File: config.mk
export PLATFORM = sky130hd
export DESIGN_NAME = obbsat_dot
export DESIGN_NICKNAME = d
export VERILOG_FILES = /design/src/obbsat_pkg.sv /design/src/obbsat_dot.sv
export SDC_FILE = /design/constraint.sdc
export NUM_CORES = 2
export LEC_CHECK = 0
export CAP_MARGIN = 20
export CORE_ASPECT_RATIO = 0.7
export CORE_MARGIN = 2
export CORE_UTILIZATION = 60
export DETAILED_ROUTE_END_ITERATION = 8
export DONT_BUFFER_PORTS = 1
export PLACE_DENSITY = 0.76
export REMOVE_ABC_BUFFERS = 1
export SETUP_SLACK_MARGIN = 0.5
export SYNTH_ARGS = -nofsm -noshare
export SYNTH_HDL_FRONTEND = slang
export SYNTH_SLANG_ARGS = --single-unit
export TNS_END_PERCENT = 50
File: constraint.sdc
create_clock -name i_clk -period 9.28 [get_ports i_clk]
set_input_delay 0 -clock i_clk [delete_from_list [all_inputs] [get_ports i_clk]]
set_output_delay 0 -clock i_clk [all_outputs]
set_load 0.02 [all_outputs]
File: src/obbsat_pkg.sv
// Shared constants, pair tables and control types for the oriented box overlap test.
package obbsat_pkg;

    // Default coordinate width (signed Q15.8 at 24 bits).
    localparam int COORD_BITS_DEF = 24;

    // Edge vectors: left a, left b, right a, right b.
    localparam int N_EDGES = 4;

    // Distinct edge dot products (dot is symmetric).
    localparam int N_DOTS = 10;

    // Edge indices feeding each distinct dot product.
    localparam int PAIR_A [N_DOTS] = '{0, 1, 2, 3, 0, 0, 0, 1, 1, 2};
    localparam int PAIR_B [N_DOTS] = '{0, 1, 2, 3, 1, 2, 3, 2, 3, 3};

    // Dot product index of edge j projected on axis edge i.
    localparam int DOT_IDX [N_EDGES][N_EDGES] = '{
        '{0, 4, 5, 6},
        '{4, 1, 7, 8},
        '{5, 7, 2, 9},
        '{6, 8, 9, 3}
    };

    // Load enables for the two registered stages of a dot product lane.
    typedef struct packed {
        logic prod;
        logic dot;
    } t_lane_en;

endpackage

File: src/obbsat_dot.sv
// Dot product lane: registered products, then registered magnitude of their sum.
module obbsat_dot #(
    parameter int A_BITS = obbsat_pkg::COORD_BITS_DEF,
    parameter int B_BITS = obbsat_pkg::COORD_BITS_DEF
) (
    input  logic                       i_clk,
    input  obbsat_pkg::t_lane_en       i_en,
    input  logic signed [A_BITS-1:0]   i_a_x,
    input  logic signed [A_BITS-1:0]   i_a_y,
    input  logic signed [B_BITS-1:0]   i_b_x,
    input  logic signed [B_BITS-1:0]   i_b_y,
    output logic [A_BITS+B_BITS-1:0]   o_mag
);

    localparam int PW = A_BITS + B_BITS;
    localparam int SW = PW + 1;

    logic signed [PW-1:0] r_px;
    logic signed [PW-1:0] r_py;
    logic signed [PW-1:0] n_px;
    logic signed [PW-1:0] n_py;
    logic signed [SW-1:0] n_sum;
    logic [PW-1:0]        n_mag;
    logic [PW-1:0]        r_mag;

    assign n_px  = PW'(i_a_x) * PW'(i_b_x);
    assign n_py  = PW'(i_a_y) * PW'(i_b_y);
    assign n_sum = SW'(r_px) + SW'(r_py);

    // |sum| fits in PW bits unsigned
    always_comb begin
        if (n_sum[SW-1]) begin
            n_mag = PW'(-n_sum);
        end else begin
            n_mag = PW'(n_sum);
        end
    end

    always_ff @(posedge i_clk) begin
        if (i_en.prod) begin
            r_px <= n_px;
            r_py <= n_py;
        end
        if (i_en.dot) begin
            r_mag <= n_mag;
        end
    end

    assign o_mag = r_mag;

endmodule

==> impl_metrics.tcl <==
set metrics [dict create \
    finalCriticalPeriod_ns 7.28 \
    diodes 0 \
    fin_crit_sh_pct 78.4 \
    slew_violations 0 \
    hold_ws_ns 0.0235 \
    drtPass1Iterations 6 \
    clkTransAtPathRegs_ns 0.06 \
    drtAntennaViolNets 0 \
    route.detailed.drc 0 \
    antenna_found_initial 4 \
    start_util_pct 60.9 \
    setup-tns-final_ns 0 \
    synth_area_leaders "fa_1, inv_1, edfxtp_1" \
    clock-root-buffer "clkbuf_16" \
    worstSetupPathType "in2reg" \
    viasPerCell 5.68 \
    drt_iter0_markers 2618 \
    yosysSeqAreaShare_pct 8.58 \
    required_ns 9.53 \
    syn_area_um2 50400 \
    clock.fmax_mhz 137 \
    die_x_um 350 \
    synth_top_area_share_pct 48.3 \
    synth-seq-cells 144 \
    vias 35400 \
    n_fill_cell 6809 \
    port_buffers 0 \
    drv_cap 0 \
    cts_tree "built" \
    place.gp.congestion 0.926 \
    clockBufferDepth 3 \
    clk-insertion-delay-late_ns 0.50 \
    die_height_um 246 \
    synth-edff-count 144 \
    hold_path.class "in2reg" \
    synth.distinct_cells 87 \
    dieArea_um2 86400 \
    synthTopCellsByCount "fa_1, inv_1, nand2_1" \
    status "finished clean" \
    avgSynthCellArea_um2 9.55 \
    async_reset_ff_share_pct 0 \
    grt_overflow_total 0 \
    cp-end-kind "register" \
    synth_top_area_cell "fa_1" \
    grt_pass1_wl_um 203000 \
    worst_setup_path_start_kind "input port" \
    drive_gt1_share_pct 1.53 \
    htreeDepth 4 \
    routedWlPerCell_um 19.7 \
    yosysWarnings 0 \
    grt_max_degree 97 \
    numCtsBuffers 25 \
    worstPathMaxFanout 23 \
    wl_um 122000 \
    max_slew.worst_pin.slew_ns 1.04 \
    synth_cells 5274 \
    core_area_um2 82800 \
    dp_hpwl_um 99400 \
    clock-sinks 144 \
    slew_headroom_pct 29.1 \
    grt_pass1_vias 38100 \
    setup_viol 0 \
    io_pins 147 \
    final_nets 6727 \
    synth_ff_type "edfxtp_1" \
    syn_to_final_growth_pct 2.84 \
    rsz0062_at_grt "no" \
    yosysMostFrequentCell "fa_1" \
    worst_ep_arrival_time_ns 7.53 \
    skew_ns 0.0255 \
    std_cell_rows 88 \
    grt.total_usage_pct 30.2 \
    final-hold-violation-count 0 \
]
-- area by class of cell --
cell class,count,area (um2),area share (%)
multi-input combinational,3699,40700,78.5
clock inverter,5,28.8,0.0555
sequential,144,4320,8.34
timing repair buffer,19,218,0.420
inverter,1207,4530,8.74
clock buffer,27,633,1.22
tap,1125,1410,2.72
-- registers in the layout, indices dropped and copies added, names as in the netlist --
register and cells:
o_mag 48, r_px 48, r_py 48
-- critical path, stage by stage --
cell,delay [ns]
and2_1,0.16
fa_1,0.54
inv_1,0.06
fa_1,0.50
fa_1,0.56
inv_1,0.05
fa_1,0.51
inv_1,0.06
fa_1,0.53
inv_1,0.05
fa_1,0.48
inv_1,0.06
fa_1,0.49
inv_1,0.04
ha_1,0.34
a21o_1,0.20
a2111oi_0,0.41
o21ai_0,0.27
a32oi_1,0.63
a21oi_1,0.19
a2111oi_2,0.68
nor2_1,0.11
nor2_1,0.28
nor2_1,0.08
o31a_1,0.24
-- final timing paths --
check | start | end | slack, ns | cells past startpoint
min | i_b_x[2] | r_px[2] | 0.02 | 3
min reg2reg | r_px[0] | o_mag[0] | 0.61 | 1
max reg2reg | r_py[0] | o_mag[27] | 3.62 | 13
max | i_b_y[0] | r_py[42] | 2.00 | 25
-- routing by layer --
metal / track usage [%] / vias to the layer above / wire length, um
li1: - / 15400 / -
met1: 44.4 / 18200 / 52100
met2: 45.9 / 1564 / 54700
met3: 6.59 / 210 / 12300
met4: 7.26 / 0 / 3240
met5: 0 / - / 0
-- cell families after synthesis --
logic type      share of synthesized area [%]
fa+ha+maj                                56.1
compound gates                           6.31
mux                                    0.0795
simple gates                             15.1
buf+inv                                  10.7
flops                                    8.58
xor+xnor                                 3.13
-- repair_timing --
action	CTS	global route
endpoints found under the hold margin	150	0
gates resized for setup	0	0
buffers inserted	0	0
hold buffers	16	0
-- cells in the final DEF (no fill, tap or decap), drive strengths merged, types with 76 or more instances in the layout --
cell       n
edfxtp   144
a21oi    129
a21o      76
nor2     120
nand2    650
ha       317
o21ai     88
xnor2    145
and2     553
fa      1215
inv     1206
-- metrics by stage --
step	cells	instance area, um2	utilization [%]	setup WS (ns)
6_report	6226	51800	62.6	2.00
5_1_grt	6226	51800	62.6	1.70
4_1_cts	6226	51800	62.6	2.17
3_5_place_dp	6178	51000	61.5	1.66
3_3_place_gp	6178	51000	61.5	1.80
2_1_floorplan	5050	49500	-	2.63
Power is left out: the tool's default activity adds up to more than one toggle a clock period on the data nets, which glitch-free logic cannot reach.
