$ cat config.mk
export PLATFORM = sky130hd
export DESIGN_NAME = obbsat_axis
export DESIGN_NICKNAME = d
export VERILOG_FILES = /design/src/obbsat_pkg.sv /design/src/obbsat_axis.sv
export SDC_FILE = /design/constraint.sdc
export NUM_CORES = 1
export LEC_CHECK = 0
export ABC_AREA = 0
export BUFFER_PORTS_ARGS = -buffer_cell sky130_fd_sc_hd__buf_4
export CAP_MARGIN = 20
export CORE_MARGIN = 3
export CORE_UTILIZATION = 50
export DETAILED_ROUTE_END_ITERATION = 7
export GPL_ROUTABILITY_DRIVEN = 0
export HOLD_SLACK_MARGIN = 0.03
export PLACE_DENSITY = 0.76
export SYNTH_ARGS = -nofsm -noshare
export SYNTH_HDL_FRONTEND = slang
export SYNTH_SLANG_ARGS = --single-unit
$ cat constraint.sdc
create_clock -name i_clk -period 12 [get_ports i_clk]
set_clock_uncertainty 0.15 [all_clocks]
set_input_delay 1.2 -clock i_clk [delete_from_list [all_inputs] [get_ports i_clk]]
set_output_delay 1.2 -clock i_clk [all_outputs]
set_load 0.05 [all_outputs]
$ cat src/obbsat_pkg.sv
// Shared constants, pair tables and control types for the oriented box overlap test.
package obbsat_pkg;

    // Default coordinate width (signed Q15.8 at 24 bits).
    localparam int COORD_BITS_DEF = 24;

    // Edge vectors: left a, left b, right a, right b.
    localparam int N_EDGES = 4;

    // Distinct edge dot products (dot is symmetric).
    localparam int N_DOTS = 10;

    // Edge indices feeding each distinct dot product.
    localparam int PAIR_A [N_DOTS] = '{0, 1, 2, 3, 0, 0, 0, 1, 1, 2};
    localparam int PAIR_B [N_DOTS] = '{0, 1, 2, 3, 1, 2, 3, 2, 3, 3};

    // Dot product index of edge j projected on axis edge i.
    localparam int DOT_IDX [N_EDGES][N_EDGES] = '{
        '{0, 4, 5, 6},
        '{4, 1, 7, 8},
        '{5, 7, 2, 9},
        '{6, 8, 9, 3}
    };

    // Load enables for the two registered stages of a dot product lane.
    typedef struct packed {
        logic prod;
        logic dot;
    } t_lane_en;

endpackage

$ cat src/obbsat_axis.sv
// One trial axis: registered sum of projected extents and doubled center distance.
module obbsat_axis #(
    parameter int COORD_BITS = obbsat_pkg::COORD_BITS_DEF
) (
    input  logic                    i_clk,
    input  logic                    i_en,
    input  logic [2*COORD_BITS-1:0] i_terms [obbsat_pkg::N_EDGES],
    input  logic [2*COORD_BITS:0]   i_cen,
    output logic                    o_apart
);

    localparam int SW = 2 * COORD_BITS + 2;

    logic [SW-1:0] r_sum;
    logic [SW-1:0] r_cen2;
    logic [SW-1:0] n_sum;

    always_comb begin
        n_sum = '0;
        for (int j = 0; j < obbsat_pkg::N_EDGES; j++) begin
            n_sum = n_sum + SW'(i_terms[j]);
        end
    end

    always_ff @(posedge i_clk) begin
        if (i_en) begin
            r_sum  <= n_sum;
            r_cen2 <= {i_cen, 1'b0};
        end
    end

    // strict: touching does not separate
    assign o_apart = (r_sum < r_cen2);

endmodule
==> run_results.csv <==
group,metric,value,unit
route,drc,0,
floorplan,coreArea,19000,sq um
synthesis,syn_area,9770,sq um
synthesis,ys_warn_count,0,
clocking,cts_hold_buf,0,
placed_design,hpwl,18.0,mm
global_routing,grt_pass1_vias,7861,
power,p_leak,6.43,nW
synthesis,synth_ff_type,"edfxtp_1",
synthesis,ys_seq_area_share,30.1,%
synthesis,yosysUniqueCellTypes,51,
sta,maxSlewHeadroom,41.9,%
sta,hold_viol_final,0,
cells_and_area,register_area,2940,sq um
cells_and_area,drive_above_1_share,21.3,%
synthesis,synth_edf_count,98,
global_routing,gr-total-overflow,0,
clocking,cts_tree,"yes",
clocking,root_buffer,"clkbuf_16",
floorplan,die_area,21200,sq um
synthesis,syn-num-nets,1449,
run,maxCapViolations,0,
cells_and_area,n_fill_cell,1585,
cells_and_area,multi_input_area,5550,sq um
route,wl,21.2,mm
synthesis,netlist.area_leader.share,30.1,%
sta,post-route-period-util,43.8,%
cells_and_area,layout.cells.non_filler,1517,
power,max-vdd-ir-drop,0.0000801,V
worst_setup_path,path_max_fanout,5,
hold_path,hp-class,"primary input to flip-flop",
power,power_density,159,nW/um^2
clocking,cts_max_level,3,
worst_setup_path,critical_path.most_common_cell,"fa_1",
synthesis,netlist_instances,1014,
route,route.detailed.wl_per_inst,14.0,um
sta,worst_slew_pin_slew,872,ps
sta,finalCriticalPeriod,5260,ps
worst_setup_path,worst-path-buf-inv,3,
floorplan,die-height,146,um
route,final_antenna_net_count,0,
route,routed_via_density,5.03,
cells_and_area,nets,1686,
worst_setup_path,setup.worst_path.end_class,"flip-flop",
sta,fmax,0.190,GHz
synthesis,avgSynthCellArea,9.63,sq um
worst_setup_path,slowest_stage,"fa_1",
sta,grt_setup_unrepaired,"no",
synthesis,synth-seq-cells,98,
global_routing,grt_pass1_wl,35.8,mm
worst_setup_path,critPathTopFamily,"compound AO/OA/AOI/OAI gates",
synthesis,yosysTopAreaCell,"edfxtp_1",
route,first_pass_iters,6,
route,via_count,7624,
global_routing,antenna_found_initial,1,
floorplan,ios,244,
worst_setup_path,crit_type,"primary input to flip-flop",
sta,timing.hold.ws,869,ps
floorplan,placementRows,50,
cells_and_area,synthToLayoutAreaGrowth,24.5,%
worst_setup_path,arrival,5210,ps
clocking,cts.clk_slew.worst_paths,80,ps
sta,fin_tns_setup,0,ps
synthesis,yosys-top-cells-area,"edfxtp_1, fa_1, ha_1, inv_1, a21o_1",
status,status,"finished clean",
sta,finalMaxSlewViolations,0,
worst_setup_path,crit_path_start_kind,"primary input",
global_routing,grt_usage,20.3,%
floorplan,start_util,51.5,%
sta,setup_violations,0,
clocking,clock_sinks,98,
power,power.total,1.93,mW
placed_design,dp_cells,1500,
clocking,ctsResizeCount,0,
global_routing,grt_start_max_net_pins,73,
placed_design,portBuffers,243,
synthesis,async_flop_share,0,%
worst_setup_path,slowest_delay,540,ps
clocking,cts_buffer_depth,2,
clocking,cts_buffers,9,
route,first_iter_violations,406,
worst_setup_path,required,11950,ps
clocking,cts_setup_buffers,0,
worst_setup_path,path_cells,"buf_4 > inv_1 > fa_1 > inv_1 > fa_1 > ha_1 > fa_1 > a211oi_1 > nor2_1 > a21oi_2 > o21ai_1 > a31oi_1 > o21ai_2 > a211oi_4 > o311ai_1 > a21o_1",
floorplan,die_x,146,um
per-stage QoR:
| step | util, % | worst slack, ps | instance area (sq um) |
|---|---|---|---|
| 3_5_place_dp | 62.5 | 6390 | 11800 |
| 3_3_place_gp | 62.5 | 6510 | 11800 |
| 4_1_cts | 64.1 | 6740 | 12200 |
| 5_1_grt | 64.2 | 6500 | 12200 |
| 2_1_floorplan | - | 6960 | 9770 |
| 6_report | 64.2 | 6740 | 12200 |
per-layer routing:
metal  up-vias  GRT usage, %  routed length, um
li1       3745             -                  -
met2       256          35.2              10600
met1      3594          26.6               8840
met3        29          3.71               1400
met5         -             0                  0
met4         0          4.65                388
power breakdown:
part / internal [mW] / switching (mW)
registers: 0.524 / 0.0374
logic: 0.471 / 0.596
clock network: 0.168 / 0.134
cells by family after synthesis:
logic type | Yosys count | synth area share [%]
AO/OA/AOI/OAI | 207 | 14.1
buffers and inverters | 336 | 13.1
flip-flops | 98 | 30.1
AND/OR/NAND/NOR | 138 | 6.82
adder cells (fa/ha/maj) | 192 | 32.0
XOR/XNOR | 43 | 3.86
final timing paths:
check | to | start | slack (ps) | cells past startpoint
setup / recovery | r_sum[49]$_DFFE_PP_ | i_terms[1] | 6740 | 16
hold / removal | r_cen2[14]$_DFFE_PP_ | i_cen[13] | 870 | 1
sequential cells by signal (all words and copies together), names as in the netlist:
signal / flops
r_sum: 49
r_cen2: 49
cells in the final DEF, fill, tap and decap left out, types with 2 or more instances in the layout:
master     count
a41oi_1        2
and3_1         2
xor2_1        14
nand2_1       38
and2_1         4
a21boi_0       3
nand4_1       23
o31ai_1        3
inv_6          4
nor2_1        36
a21o_1        50
nor2b_1        5
nand4b_1       2
a21oi_1       60
fa_1          96
nand3_1        9
o21a_1         7
o21bai_1       9
xnor2_1       29
buf_4        244
or3_1          4
ha_1          96
o211ai_1       3
clkbuf_16      9
edfxtp_1      98
o21ai_0       28
nand2b_1       4
a31oi_1        9
o2111ai_1      3
a31o_2         2
o21ai_1        4
a211oi_1       9
inv_1        318
nor4_1         3
nor3_1         7
area by class of cell:
type,instances,share of cell area [%]
clock buffer,9,1.85
multi-input combinational,580,45.6
tap,260,2.68
antenna,1,0.0206
inverter,318,9.82
clock inverter,7,0.761
timing repair buffer,244,15.1
sequential,98,24.2
synthesized netlist by cell type, types with 11 or more instances:
cell and instances:
inv_1 318, clkbuf_1 11, nor2_1 36, edfxtp_1 98
fa_1 96, nand4_1 23, xor2_1 14, o21ai_0 28
ha_1 96, a21oi_1 60, xnor2_1 29, a21o_1 50
nand2_1 38
Note: power is estimated with default switching activity, not from simulation.
